[src/hdl/lis_ram.sv]
// ----------------------------------------------------------------------------
// lis_ram
// Generic simple dual-port RAM: one write port, one read port, registered read.
// ----------------------------------------------------------------------------
module lis_ram #(
  parameter int unsigned Width = 32,
  parameter int unsigned Depth = 64
) (
  input  logic                     clk_i,
  input  logic                     we_i,
  input  logic [$clog2(Depth)-1:0] waddr_i,
  input  logic [Width-1:0]         wdata_i,
  input  logic [$clog2(Depth)-1:0] raddr_i,
  output logic [Width-1:0]         rdata_o
);

  logic [Width-1:0] mem_q [Depth];

  // write port
  always_ff @(posedge clk_i) begin
    if (we_i) begin
      mem_q[waddr_i] <= wdata_i;
    end
  end

  // registered read, old data on a same-address collision
  always_ff @(posedge clk_i) begin
    rdata_o <= mem_q[raddr_i];
  end

endmodule

[config.mk]
export PLATFORM = sky130hd
export DESIGN_NAME = lis_ram
export DESIGN_NICKNAME = d
export VERILOG_FILES = /design/src/hdl/lis_ram.sv
export SDC_FILE = /design/constraint.sdc
export NUM_CORES = 2
export LEC_CHECK = 0
export BUFFER_PORTS_ARGS = -buffer_cell sky130_fd_sc_hd__buf_2
export CAP_MARGIN = 10
export CORE_ASPECT_RATIO = 0.6
export CORE_MARGIN = 5
export CORE_UTILIZATION = 54
export DETAILED_ROUTE_END_ITERATION = 6
export PLACE_DENSITY = 0.7
export SYNTH_ARGS = -nofsm -noshare
export SYNTH_HDL_FRONTEND = slang
export SYNTH_SLANG_ARGS = --single-unit
[constraint.sdc]
create_clock -name clk_i -period 8.4 [get_ports clk_i]
set_input_delay 1.68 -clock clk_i [delete_from_list [all_inputs] [get_ports clk_i]]
set_output_delay 1.68 -clock clk_i [all_outputs]
set_load 0.1 [all_outputs]
After elaboration in Yosys (flattened, before gate mapping)
Memory sizes are Yosys's and may differ from the RTL's. A register that Yosys moved wholly into a read port is not among the register bits.
Cells that the tools add are included.
W data, S select, Z words.
Cells by class
  div/mod/pow operators: 0
  magnitude comparators: 0
  reduce and logical (&&, ||, !) cells: 0
  eq/ne operators: 0
  multiplexer cells: 2
  multiply operators: 0
  shift operators: 0
  $add $sub $neg: 0
  bitwise operators: 0
Operators by type and width (number)
  $mux W1: 2
Word-level totals
  word-level logic and storage cells: 3
  ROM bits: 0
  input bits: 46
  latch bits: 0
  memories: 1
  RAM bits: 2048
  register bits after elaboration: 0
  output and inout port bits: 32
Memories
  mem_q: words 64, width 32, rd ports 1, clocked after memory_dff 1, wr ports 1, line 17  | logic [Width-1:0] mem_q [Depth];

Longest topological paths before layout
  word-level depth: 2
  gate-level depth with buffers: 10
  depth with buffers taken out: 5

Least setup slack after synthesis
Ideal clock, no wire load.
  path type: input to register
  start: in waddr_i[3]
  end: mem mem_q[48][0] (enable)
  required time: 7939 ps
  stages: 4
  slack: 3560 ps
  library setup time: 461 ps
  arrival time: 4379 ps
  path buffers: 1
  cell sequence: clkbuf_1 > nor2b_1 > nand4b_1 > nor3_1
RTL lines
  start, declared: line 11  | input logic [$clog2(Depth)-1:0] waddr_i,
  end, declared: line 17
No word-level cell before the write port.

==> out/qor.yml <==
status: "completed"
grt-ovfl-total: 0
synth_cell_types: 34
endpoint_kind: "flip-flop"
synth.ff_latch_count: 2080
post-dp-hpwl_um: 106900
crit_required_ns: 9.05
yosysWarningCount: 0
area_delta_synth_final_pct: 11.69
worstPathMaxFanout: 66
ys_top_cells_by_count: "2048 x edfxtp_1, 544 x mux4_2, 137 x nor2_1"
rsz0062_at_grt: "false"
remaining_drc_errors: 0
drt_iter0_markers: 6035
power_density_nw_per_um2: 238.5
clk_latency_ns: 0.79
hold-path-endpoint: "rdata_o[20]"
cts_buffer_depth: 3
finClkSkew_ns: 0.03409
seqPwrFrac_pct: 55.1
pwr-share-comb_pct: 6.1
fin_area_um2: 87700
yosysTopAreaCell: "edfxtp_1"
r2r-end: "rdata_o[4]"
tightest_slew_ns: 1.309
grt_max_degree: 116
core_area_um2: 144600
holdCritStartpoint: "mem_q[12][20]"
grt_usage_pct: 26.28
synth.area.top_cells: "edfxtp_1 78%, mux4_2 16%, mux2i_1 1.2%"
postPlaceCellArea_um2: 82000
syn_inst: 3324
ctsHoldBuffers: 0
grt_pass1_vias: 36857
vias: 37253
peakVddDrop_mv: 0.1871
setup_tns_ns: 0
layout.nets: 3573
p_sw_mw: 4.544
intPower_mw: 16.37
syn-cell-area_um2: 78520
vias_per_cell: 6.654
worstPathArrival_ns: 5.25
die-area_um2: 153400
cts_resized: 0
whs_path_depth: 4
synth_area_per_cell_um2: 23.62
drv_cap: 0
io_pins: 78
synthArstFlopShare_pct: 0
die_w_um: 502.3
initial_core_util_pct: 54.30
setup_viol: 0
cts_tree: "yes"
fp.dieH_um: 305.4
cts_root_buf: "clkbuf_16"
yosys.area.top_type_share_pct: 78.33
dp_cells: 5274
cts_made_buffers: 174
final_cells: 5599
clkSlewWorstSetupHoldPaths_ns: 0.07
cts_setup_buffers: 0
synthFlopType: "edfxtp_1"
first_pass_iters: 5
num_rows: 108
r2r_setup_slack_ns: 5.96
rr_worst_depth: 5
fin_crit_ns: 4.599
slew_violations: 0
htree_levels: 4
layout-drive-gt1-share_pct: 29.20
synth.most_common_cell: "edfxtp_1"
portBuffers: 77
min_period_over_period_pct: 54.75
antenna_found_initial: 14
wirelength_um: 199500
switching_share_pct: 21.72
p_leak_nw: 27.17
start_kind: "primary input"
min_path_type: "flip-flop to flip-flop"
worstReg2RegStart: "mem_q[21][4]"
whs_ns: 0.7341
final_antenna_net_count: 0
clkSinkCount: 2080
synth_fp_nets: 3370
clkPwrFrac_pct: 38.8
grt_pass1_wl_um: 281600
synth-edff-count: 2048
critPathKind: "primary input to flip-flop"
gp_congestion: 0.8331
n_fill_cell: 9842
hold_violations: 0
max_slew_margin_pct: 12.72
wire_per_inst_um: 35.64
synth-seq-area-share_pct: 79.14
fmax_mhz: 217.4
[stage by stage]
stage          worst slack, ns  util [%]  total power [mW]
2_1_floorplan            3.560         -             12.46
3_3_place_gp             2.976     56.71             13.00
3_5_place_dp             2.955     56.71             13.02
4_1_cts                  3.798     60.63             21.00
5_1_grt                  3.598     60.65             21.54
6_report                 3.801     60.65             20.92
[worst max-delay path by stage]
| stage | from | cells after the start | slack, ns | endpoint |
|---|---|---|---|---|
| floorplan | waddr_i[3] | 4 | 3.56 | mem_q[48][0] |
| global placement | raddr_i[0] | 8 | 2.98 | rdata_o[27] |
| detailed placement | raddr_i[0] | 8 | 2.95 | rdata_o[27] |
| CTS | raddr_i[0] | 8 | 3.80 | rdata_o[27] |
| global route | raddr_i[0] | 8 | 3.60 | rdata_o[27] |
| finish | raddr_i[0] | 8 | 3.80 | rdata_o[27] |
[power by group through the flow]
stage	Sequential (mW)	Clock, mW	Combinational, mW
after CTS	11.5	8.21	1.26
after floorplan	11.9	0	0.559
after global routing	11.5	8.69	1.32
after detailed placement	11.8	0	1.25
after global placement	11.8	0	1.24
final	11.5	8.12	1.27
[registers in the layout (all words and copies together) (netlist names)]
register / count
rdata_o: 32
mem_q: 2048
[routing by layer]
layer / GRT usage, % / vias up / wire (um)
met5: 0 / - / 58
li1: - / 14654 / -
met3: 8.788 / 254 / 29030
met2: 36.64 / 2476 / 86570
met1: 40.61 / 19859 / 79100
met4: 6.748 / 10 / 4763
[worst max-delay path, stage by stage]
cell     delay [ns]
buf_8          0.57
buf_4          0.62
buf_4          0.50
mux4_2         0.56
o22ai_1        0.35
nor2_1         0.30
a21oi_1        0.43
nor2_1         0.08
[placed cells by master, fill, tap and decap left out, drive strengths merged, types with 3 or more instances in the layout]
cell type  instances
a21oi             62
a22oi             12
a311oi             8
a41o               4
and3               4
buf              209
bufinv            15
clkbuf           233
clkinv            62
clkinvlp           4
dfxtp             32
diode              3
edfxtp          2048
inv                6
mux2i             93
mux4             544
nand2             26
nand2b             8
nand3              5
nand3b             5
nor2             137
nor2b             15
nor3               7
o221ai            27
o22ai             84
o32ai              4
or2                3
or3                3
or3b               5
[layout make-up]
class	instances	area (um2)	area share, %
timing repair buffer	209	1511	1.723
tap	1925	2409	2.746
clock buffer	233	4833	5.511
antenna	3	7.507	0.008560
sequential	2080	62140	70.86
clock inverter	87	828.3	0.9445
multi-input combinational	1062	15970	18.21
[kinds of logic after synthesis]
family                 count (synthesis)  synth area share (%)
and+or+nand+nor                      223                 1.265
DFF                                 2080                 79.14
muxes                                637                 16.79
buffers and inverters                182                 1.128
AOI/OAI and AO/OA                    202                 1.673
(Power assumes the default switching activity.)
