--- config.mk ---
export PLATFORM = sky130hd
export DESIGN_NAME = lis_scan
export DESIGN_NICKNAME = d
export VERILOG_FILES = /design/src/hdl/lis_pkg.sv /design/src/hdl/lis_scan.sv
export SDC_FILE = /design/constraint.sdc
export NUM_CORES = 1
export LEC_CHECK = 0
export ABC_CLOCK_PERIOD_IN_PS = 4540
export BUFFER_PORTS_ARGS = -buffer_cell sky130_fd_sc_hd__buf_2
export CAP_MARGIN = 20
export CORE_MARGIN = 10
export CORE_UTILIZATION = 40
export DETAILED_ROUTE_END_ITERATION = 8
export PLACE_DENSITY_LB_ADDON = 0.3
export SLEW_MARGIN = 30
export SYNTH_ARGS = -nofsm -noshare
export SYNTH_HDL_FRONTEND = slang
export SYNTH_SLANG_ARGS = --single-unit
--- constraint.sdc ---
create_clock -name clk_i -period 4.54 [get_ports clk_i]
set_input_delay 0 -clock clk_i [delete_from_list [all_inputs] [get_ports clk_i]]
set_output_delay 0 -clock clk_i [all_outputs]
set_load 0.005 [all_outputs]
--- src/hdl/lis_pkg.sv ---
// ----------------------------------------------------------------------------
// lis_pkg
// Shared types and constants for the longest increasing subsequence block.
// ----------------------------------------------------------------------------
package lis_pkg;

  // Default sequence capacity
  localparam int unsigned MaxItems = 64;

  // Fixed payload widths
  localparam int unsigned HeightW = 32;
  localparam int unsigned LenOutW = 7;

  // Input transfer
  typedef struct packed {
    logic signed [HeightW-1:0] height;
    logic                      last_item;
  } lis_in_t;

  // Result transfer
  typedef struct packed {
    logic        [LenOutW-1:0] chain_length;
    logic signed [HeightW-1:0] chain_value;
    logic                      last_in_run;
    logic                      overflowed;
  } lis_out_t;

  // Control from the sequencer to the compare unit
  typedef struct packed {
    logic clear;   // new item: chain length back to one
    logic sample;  // read data from the entry memory is valid
  } lis_scan_ctrl_t;

  // Sequencer states
  typedef enum logic [2:0] {
    S_IDLE,
    S_SCAN,
    S_WRITE,
    S_TRACE_ISSUE,
    S_TRACE,
    S_EMIT
  } lis_state_e;

endpackage

--- src/hdl/lis_scan.sv ---
// ----------------------------------------------------------------------------
// lis_scan
// Compare unit: folds one stored entry per cycle into the best chain so far
// for the item under work.
// ----------------------------------------------------------------------------
module lis_scan #(
  parameter int unsigned MAX_ITEMS = lis_pkg::MaxItems
) (
  input  logic                                 clk_i,
  input  logic                                 rst_ni,
  input  lis_pkg::lis_scan_ctrl_t              ctrl_i,
  input  logic signed [lis_pkg::HeightW-1:0]   height_i,
  input  logic signed [lis_pkg::HeightW-1:0]   ent_value_i,
  input  logic [$clog2(MAX_ITEMS+1)-1:0]       ent_len_i,
  input  logic [$clog2(MAX_ITEMS)-1:0]         ent_idx_i,
  output logic [$clog2(MAX_ITEMS+1)-1:0]       cur_len_o,
  output logic [$clog2(MAX_ITEMS)-1:0]         pred_o
);
  import lis_pkg::*;

  localparam int unsigned AW = $clog2(MAX_ITEMS);
  localparam int unsigned CW = $clog2(MAX_ITEMS + 1);

  logic [CW-1:0] cur_q, cur_d;
  logic [AW-1:0] pred_q, pred_d;
  logic [CW:0]   len_inc;
  logic          better;

  // strictly smaller predecessor with a strictly longer chain; earliest wins
  assign len_inc = {1'b0, ent_len_i} + (CW+1)'(1);
  assign better  = (height_i > ent_value_i) && (len_inc > {1'b0, cur_q});

  always_comb begin
    cur_d  = cur_q;
    pred_d = pred_q;
    if (ctrl_i.clear) begin
      cur_d  = CW'(1);
      pred_d = '0;
    end else if (ctrl_i.sample && better) begin
      cur_d  = len_inc[CW-1:0];
      pred_d = ent_idx_i;
    end
  end

  always_ff @(posedge clk_i or negedge rst_ni) begin
    if (!rst_ni) begin
      cur_q  <= CW'(1);
      pred_q <= '0;
    end else begin
      cur_q  <= cur_d;
      pred_q <= pred_d;
    end
  end

  assign cur_len_o = cur_q;
  assign pred_o    = pred_q;

endmodule

---- Word level (Yosys, flattened, before mapping) ----
Cells that the tools add are included.
operators by class
  $add $sub $neg .......................... 1
  multipliers ............................. 0
  divide/modulo/power cells ............... 0
  order comparisons ....................... 2
  equal/unequal tests ..................... 0
  shift-type cells ........................ 0
  muxes and demuxes ....................... 4
  bitwise logic cells ..................... 0
  reduce and logical (&&, ||, !) cells .... 3
operators with widths
  operator             number
  $gt 32x32->1         1
  $mux 7               2
  $mux 6               2
  $add 7x1->8 const B  1
  $gt 8x7->1           1
  $logic_and 1x1->1    2
  $reduce_bool 2->1    1
word-level totals
  flip-flop bits (word level) ............. 13
  bits in latches ......................... 0
  RAM bits ................................ 0
  memory bits (read-only) ................. 0
  input bits .............................. 81
  output and inout port bits .............. 13
  word-level logic and storage cells ...... 12
  memories kept ........................... 0

---- Logic depth before layout (Yosys ltp) ----
Gate-level depths: netlist of run 1.
  word-level depth ........................ 6
  depth in mapped cells ................... 13
  depth with buffers taken out ............ 12

---- Worst setup path before layout of run 1 ----
Ideal clock, no wire load.
  path kind ............................... in2reg
  start point ............................. input ent_len_i[0]
  end point ............................... register cur_q[4] (netlist: cur_len_o[4])
  setup time .............................. 0.144 ns
  data arrival time ....................... 2.050 ns
  data required time ...................... 4.396 ns
  path slack .............................. 2.346 ns
  cell stages on the path ................. 13
  buffers on the path ..................... 1
  cells stage by stage .................... ha_1 -> nand3_1 -> nor2_1 -> xor2_1 -> ha_1 -> nand3_1 -> nor3_1 -> nor2_1 -> a211o_1 -> o211a_1 -> clkbuf_1 -> a21oi_1 -> nor3_2
on the way
  word-level cells in the longest chain between the ends .. 5
  elaborated cells on any way between the ends .. 7
  those cells by class .................... add/sub (1); order compare (1); mux (2); reduce/logical (3)
RTL lines
  element                      line            RTL
  start: declaration           lis_scan.sv:14  input logic [$clog2(MAX_ITEMS+1)-1:0] ent_len_i,
  $add 7x1->8 *                lis_scan.sv:30  assign len_inc = {1'b0, ent_len_i} + (CW+1)'(1);
  $gt 8x7->1                   lis_scan.sv:31  assign better = (height_i > ent_value_i) && (len_inc > {1'b0, cur_q});
  $logic_and 1x1->1            lis_scan.sv:31
  $logic_and 1x1->1            lis_scan.sv:39  end else if (ctrl_i.sample && better) begin
  $reduce_bool 2->1 (no line)  --
  end signal: assignment       lis_scan.sv:50  cur_q <= cur_d;
  end: declaration             lis_scan.sv:24  logic [CW-1:0] cur_q, cur_d;
Mark *: on every way between the ends. The rest lies on a longest branch, timed or not. The select of a mux whose other input is x is not followed.
A chain may end at the register's enable or synchronous reset.

---- Worst setup path in the final report of run 1 ----
  start point ............................. input ent_len_i[0]
  end point ............................... register cur_q[2] (netlist: cur_len_o[2])
The elaborated chain is that of the path after synthesis.

==> impl_summary.log, run 1 <==
[metrics] number of setup buffers added after CTS: 0
[metrics] number of cells on the worst reg-to-reg path: 10
[metrics] hold_ws: roughly 0.011 ns
[metrics] R2R Setup Slk: 2.36 ns
[metrics] H-tree depth reported by CTS: 1
[metrics] sequential fraction of design power: a little under a third
[metrics] num ports: 94
[metrics] Final Non-Filler Cells: about 360
[metrics] Final period util: between 40% and 50%
[metrics] time the worst path needs with I/O delays and setup: 2.20 ns
[metrics] synthesized area divided by synthesized cell count: approximately 8.3 um^2
[metrics] total clock buffers created by CTS: 3
[metrics] largest area contributor in the synthesized netlist: ha_1
[metrics] final weighted congestion in routability-driven placement: between 0.8 and 0.9
[metrics] overall die area: approximately 0.0075 mm^2
[metrics] asr flop ratio synth: 100%
[metrics] outcome: finished clean
[metrics] number of maximum-capacitance constraint violations: 0
[metrics] Comb pwr share: around 48%
[metrics] wire length of the first global-routing pass: roughly 8300 um
[metrics] share of the synthesized area in the top cell type: between 20 and 30%
[metrics] Least-Margin Pin Slew: approximately 0.7 ns
[metrics] reg2reg start: cur_len_o[6]$_DFFE_PN0P_
[metrics] worst endpoint data arrival time: 2.31 ns
[metrics] clock transition at the registers of the reported paths: about 0.050 ns
[metrics] fraction of the yosys area taken by sequential cells: approximately 18%
[metrics] WP data required: ~4.7 ns
[metrics] initial cell density of the core: 41.1%
[metrics] fill cell instance count of the final layout: 418
[metrics] endpoints failing hold: 0
[metrics] power density normalized to cell area: between 150 and 200 mW/mm^2
[metrics] Final Total Pwr: around 450 uW
[metrics] clock tree from TritonCTS: built
[metrics] summed negative setup slack over all endpoints: 0 ns
[metrics] Setup violations, final: 0
[metrics] vias after detailed routing: ~1800
[metrics] combined global-route utilization of all metal layers: 13.0%
[metrics] antenna violations before repair: 0
[metrics] total standard cell area after synthesis: ~0.0018 mm^2
[metrics] per-cell via count in the routed design: around 5
[metrics] remaining number of nets flagged by the antenna check after routing: 0
[metrics] drt first pass iters: 4
[metrics] final layout net count: around 430
[metrics] class of the most critical hold timing path: input port to flip-flop
[metrics] maximum number of pins on one net before global-route repair: 15
[metrics] Net Sw Frac: 35.7%
[metrics] unrepaired setup endpoints after global routing: false
[metrics] global route overflow: 0
[metrics] number of rows created at floorplan: 24
[metrics] Root Driver: clkbuf_8
[metrics] post-detailed-route DRC marker count: 0
[metrics] Final Util: 53.9%
[metrics] fraction of final layout cells with drive strength greater than 1: roughly two fifths
[metrics] internal power of the cells: between 200 and 300 uW
[metrics] count of clock tree sinks: 13
[metrics] Port-buffer cells: 93
[metrics] clock latency of the later-clocked register in the worst-skew pair: between 0.2 and 0.25 ns
[metrics] area of the placeable core: 0.00435 mm^2
[metrics] number of placed instances with taps included: 357
[metrics] Pleak: 0.00130 uW
[metrics] width of the die: between 80 and 90 um
[metrics] Max Transition Viols Final: 0
[metrics] leading post-synthesis cells by cell area: ha_1 28%, dfrtp_1 17%, inv_1 8.4%
[metrics] Distinct cells, synth: 40
[metrics] via count of the first global-routing pass: between 1500 and 2000
[metrics] startpoint types: input port
[metrics] hold path cells: 3
[metrics] number of DRC markers after the initial detailed-route iteration: 66
[metrics] Max Freq: approximately 460 MHz
[metrics] HPWL reported at the end of detailed placement: around 4300 um
[metrics] Max rail drop VDD: 0.000164 V
[metrics] Post-synth EDFFs: 0
[metrics] number of nets in the synthesized netlist: 337
[metrics] type of element capturing the critical path: flip-flop
[metrics] final antenna diode count: 0
[metrics] P&R area growth vs syn: 31.2%
[metrics] Reg-to-Reg End: cur_len_o[2]$_DFFE_PN0P_
[metrics] Chip Height: 86.9 um
[metrics] CP Class: input port to flip-flop
[metrics] largest fanout of any net on the critical path: 14
[metrics] drt wl/cell: about 13 um
[metrics] total of warnings raised by yosys: 0
[metrics] gate count after technology mapping: about 220
[metrics] final WL: between 4000 and 5000 um
[metrics] predominant post-synthesis flop cell: dfrtp_1
[metrics] maximum buffer depth of the clock tree: 2
[metrics] Endpoint, Worst Hold: pred_o[5]$_DFFE_PN0P_
[metrics] sw power: approximately 160 uW
[metrics] worst clock skew: roughly 0.0027 ns
[metrics] clock power share: a little over a fifth
[metrics] start point of the worst hold path: ent_idx_i[5]
[metrics] relative max-transition margin: between 50 and 60%
[metrics] flops & latches, synth: 13
## synth_stat cells, types with 2 or more instances
cell type / number
xor2_1: 3
nand2_1: 14
a21oi_1: 22
ha_1: 40
nor2_1: 4
o21a_1: 2
xnor2_1: 3
inv_1: 40
nand4_1: 6
or3_4: 2
o21ai_2: 6
nor3_1: 5
nor3_2: 7
o21ai_0: 5
a21oi_2: 6
dfrtp_1: 12
nand3_1: 13
buf_6: 3
clkbuf_1: 2
## stage by stage
stage | setup slack (ns) | area, um^2
global placement | 2.02 | 2280
finish | 2.34 | 2350
CTS | 2.34 | 2350
detailed placement | 2.08 | 2290
floorplan | 2.35 | 1790
global route | 2.09 | 2350
## logic make-up after synthesis
| family | count (synthesis) | synth area share, % |
|---|---|---|
| compound gates | 55 | 21.5 |
| xor+xnor | 6 | 2.94 |
| fa+ha+maj | 40 | 28.0 |
| buf+inv | 45 | 10.7 |
| flops | 13 | 18.3 |
| simple gates | 57 | 18.6 |
## layout make-up
class | instances | area [um^2] | area share (%)
Multi-Input combinational cell | 158 | 1280 | 54.4
Timing Repair Buffer | 95 | 483 | 20.6
Clock buffer | 4 | 45.0 | 1.92
Sequential cell | 13 | 327 | 13.9
Inverter | 40 | 150 | 6.40
Tap cell | 52 | 65.1 | 2.77
## cell usage in the layout, fill, tap and decap left out, types with 6 or more instances in the layout
cell type and n:
buf_2 93, inv_1 40, ha_1 40, a21oi_1 22, nand2_1 14, nand3_1 13, dfrtp_1 12, nand4_1 6
nor3_2 6, o21ai_2 6, a21oi_2 6
## worst max-delay path, stage by stage
cell      delay, ns
buf_2          0.12
ha_1           0.22
nand3_1        0.12
nor2_1         0.07
xor2_1         0.15
ha_1           0.32
nand3_1        0.10
nor3_1         0.24
nor2_1         0.07
a211o_1        0.32
o211ai_1       0.10
buf_4          0.25
o21ai_1        0.08
o311a_1        0.15
## metal layers
metal  GRT usage (%)  vias to the layer above  wire [um]
li1                -                      951          -
met1            15.1                      799       2040
met2            22.3                       54       2340
met3            4.12                        2        395
met4            3.09                        0         17
met5               0                        -          0
## power groups by stage
stage          combinational (uW)  sequential [uW]  clock, uW
6_report                      218              138       97.5
5_1_grt                       255              140        109
4_1_cts                       221              138        102
3_5_place_dp                  219              140          0
3_3_place_gp                  214              140          0
2_1_floorplan                 143              139          0
## timing repair
action | CTS | global route
hold buffers | 1 | 0
gates resized for setup | 0 | 0
hold endpoints to repair | 13 | 0
## flip-flops by register name, summed over array words and instances (netlist names)
signal and count:
cur_len_o 7, pred_o 6
## how the worst max path moves through the flow
stage            startpoint                       end  depth (start not counted)
2_1_floorplan  ent_len_i[0]  cur_len_o[4]$_DFFE_PN0P_                         13
3_3_place_gp   height_i[31]  cur_len_o[0]$_DFFE_PN1P_                          9
3_5_place_dp   ent_len_i[0]  cur_len_o[2]$_DFFE_PN0P_                         14
4_1_cts        ent_len_i[0]  cur_len_o[0]$_DFFE_PN1P_                         14
5_1_grt        ent_len_i[0]  cur_len_o[1]$_DFFE_PN0P_                         14
6_report       ent_len_i[0]  cur_len_o[2]$_DFFE_PN0P_                         14
(Power assumes the default switching activity.)
==> run 2: changes to the inputs <==
--- a/config.mk
+++ b/config.mk
@@ -5,7 +5,7 @@
 export SDC_FILE = /design/constraint.sdc
 export NUM_CORES = 1
 export LEC_CHECK = 0
-export ABC_CLOCK_PERIOD_IN_PS = 4540
+export ABC_CLOCK_PERIOD_IN_PS = 1800
 export BUFFER_PORTS_ARGS = -buffer_cell sky130_fd_sc_hd__buf_2
 export CAP_MARGIN = 20
 export CORE_MARGIN = 10
==> constraint.sdc (replaced) <==
create_clock -name clk_i -period 1.8 [get_ports clk_i]
set_input_delay 0 -clock clk_i [delete_from_list [all_inputs] [get_ports clk_i]]
set_output_delay 0 -clock clk_i [all_outputs]
set_load 0.005 [all_outputs]
==> run 2 against run 1 <==
The run now ends with setup timing left. Flip-flop and latch count did not move. Register-to-register slack worse by 2.5 ns. Design area up 20%. Global-route usage rose by 1.0 points. Largest power group unchanged.
==> impl_summary.log, run 2 (synthesis gave the netlist of run 1 again) <==
[metrics] number of placed instances with taps included: roughly 390
[metrics] summed negative setup slack over all endpoints: -2.09 ns
[metrics] power density normalized to cell area: ~500 mW/mm^2
[metrics] worst clock skew: between 0.002 and 0.003 ns
[metrics] Max Transition Viols Final: 0
[metrics] Root Driver: clkbuf_8
[metrics] largest fanout of any net on the critical path: 5
[metrics] num ports: 94
[metrics] startpoint types: flip-flop
[metrics] Crit-path slowest cell: dfrtp_1
[metrics] per-cell via count in the routed design: between 4 and 5
[metrics] width of the die: slightly below 90 um
[metrics] Final Non-Filler Cells: roughly 400
[metrics] number of rows created at floorplan: 24
[metrics] Final Total Pwr: around 1400 uW
[metrics] final antenna diode count: 0
[metrics] Final period util: 110%
[metrics] kind of cell adding the most delay to the critical path: compound AO/OA/AOI/OAI gates
[metrics] violations in the final reports: setup timing
[metrics] relative max-transition margin: 65.0%
[metrics] outcome: complete, but fails checks
[metrics] final layout net count: 466
[metrics] class of the most critical hold timing path: input port to flip-flop
[metrics] Cell Chain, Critical Path: inv_2 -> ha_4 -> nand3_4 -> nor3_4 -> nor2_2 -> a211o_1 -> o211a_1 -> buf_12 -> a21oi_4 -> nor3_2
[metrics] time the worst path needs with I/O delays and setup: 1.99 ns
[metrics] endpoints failing hold: 0
[metrics] final WL: 5430 um
[metrics] peak per-stage delay on the critical path: 0.36 ns
[metrics] area of the placeable core: 0.00435 mm^2
[metrics] count of clock tree sinks: 13
[metrics] type of element capturing the critical path: flip-flop
[metrics] unrepaired setup endpoints after global routing: true
[metrics] antenna violations before repair: 0
[metrics] worst path buffer plus inverter count: 2
[metrics] combined global-route utilization of all metal layers: between 10 and 15%
[metrics] drt first pass iters: 4
[metrics] post-detailed-route DRC marker count: 0
[metrics] global route overflow: 0
[metrics] Setup violations, final: 13
[metrics] clock tree from TritonCTS: built
[metrics] number of maximum-capacitance constraint violations: 0
[metrics] overall die area: 0.00754 mm^2
[metrics] final weighted congestion in routability-driven placement: 0.825
[metrics] number of cells on the worst reg-to-reg path: 10
[metrics] hold path cells: 3
[metrics] number of flip-flops under the largest register name: 7
[metrics] number of DRC markers after the initial detailed-route iteration: 37
[metrics] maximum buffer depth of the clock tree: 2
[metrics] H-tree depth reported by CTS: 1
[metrics] maximum number of pins on one net before global-route repair: 14
[metrics] HPWL reported at the end of detailed placement: between 4000 and 5000 um
[metrics] fraction of final layout cells with drive strength greater than 1: between 50% and 60%
[metrics] initial cell density of the core: between 40% and 50%
[metrics] Port-buffer cells: 93
[metrics] WP data required: ~1.9 ns
[metrics] total clock buffers created by CTS: 3
[metrics] remaining number of nets flagged by the antenna check after routing: 0
[metrics] worst endpoint data arrival time: 2.11 ns
[metrics] Least-Margin Pin Slew: roughly 0.52 ns
[metrics] Max Freq: between 500 and 600 MHz
[metrics] Pleak: between 0.0015 and 0.002 uW
[metrics] final worst setup slack: -0.189 ns
[metrics] CP Class: flip-flop to flip-flop
[metrics] most common cell after layout, fill and taps aside: buf_2
[metrics] vias after detailed routing: around 1900
[metrics] via count of the first global-routing pass: between 2000 and 2500
[metrics] drt wl/cell: ~14 um
[metrics] clock transition at the registers of the reported paths: about 0.06 ns
[metrics] P&R area growth vs syn: 57.1%
[metrics] Max rail drop VDD: 0.000230 V
[metrics] critical path depth in cells: 10
[metrics] clock latency of the later-clocked register in the worst-skew pair: roughly 0.24 ns
[metrics] leading cell types in the layout, fill and taps excluded: 93 x buf_2, 36 x inv_1, 34 x ha_1
[metrics] wire length of the first global-routing pass: 8920 um
[metrics] Chip Height: about 87 um
==> run 2: cell count changes in the layout (fill, tap and decap cells not counted), sizes merged <==
cell and change:
buf +34
==> run 2: repair_timing <==
action	4_1_cts	5_1_grt
gates cloned	0	0
endpoints found under the hold margin	13	0
buffers inserted	3	3
gates resized for setup	13	13
pin swaps	6	17
endpoints found under the setup margin	13	13
hold buffers	1	0
==> run 2: metal layers <==
metal,routed length [um],share of wire (%),GRT usage (%),up-vias
met1,2130,39,14.8,873
met4,40,0.74,3.53,0
met5,0,0,0,-
met3,445,8.2,4.21,4
li1,-,-,-,1017
met2,2810,52,26.0,51
==> run 2: cell type report <==
type,instances,area [um^2]
Tap cell,52,65.1
Timing Repair Buffer,129,763
Clock buffer,4,45.0
Fill cell,381,1550
Sequential cell,13,327
Inverter,40,150
Multi-Input combinational cell,158,1460
==> run 2: worst register-to-register path, stage by stage, from the launching register on <==
cell and delay, ns:
dfrtp_1 0.36, inv_2 0.06, ha_4 0.28, nand3_4 0.09, nor3_4 0.19, nor2_2 0.06
a211o_1 0.29, o211a_1 0.19, buf_12 0.16, a21oi_4 0.14, nor3_2 0.04
==> run 2: report_power, final <==
| group | switching, uW | total (uW) | internal (uW) |
|---|---|---|---|
| Sequential | 19.1 | 344 | 324 |
| Combinational | 388 | 801 | 413 |
| Clock | 105 | 262 | 156 |
| Total | 512 | 1410 | 894 |
==> run 2: through the flow <==
stage / utilization [%] / hold WS (ns) / cell area (um^2) / setup slack, ns
after floorplan: - / -0.296 / 1840 / -0.0963
after global placement: 58.9 / -0.0988 / 2560 / -0.309
after detailed placement: 58.9 / -0.0915 / 2560 / -0.366
after CTS: 62.4 / 0.00669 / 2720 / -0.126
after global routing: 64.5 / 0.00618 / 2810 / -0.313
final: 64.5 / 0.00391 / 2810 / -0.189
==> run 2: final timing paths <==
path	from	endpoint	slack (ns)
setup / recovery	cur_len_o[6]$_DFFE_PN0P_	cur_len_o[5]$_DFFE_PN0P_	-0.19
hold / removal	ent_idx_i[3]	pred_o[3]$_DFFE_PN0P_	0.004
setup reg to reg	cur_len_o[6]$_DFFE_PN0P_	cur_len_o[5]$_DFFE_PN0P_	-0.19
hold reg to reg	pred_o[4]$_DFFE_PN0P_	pred_o[4]$_DFFE_PN0P_	0.54
max in group asynchronous	rst_ni	cur_len_o[0]$_DFFE_PN1P_	1.33
min in group asynchronous	rst_ni	cur_len_o[5]$_DFFE_PN0P_	0.18
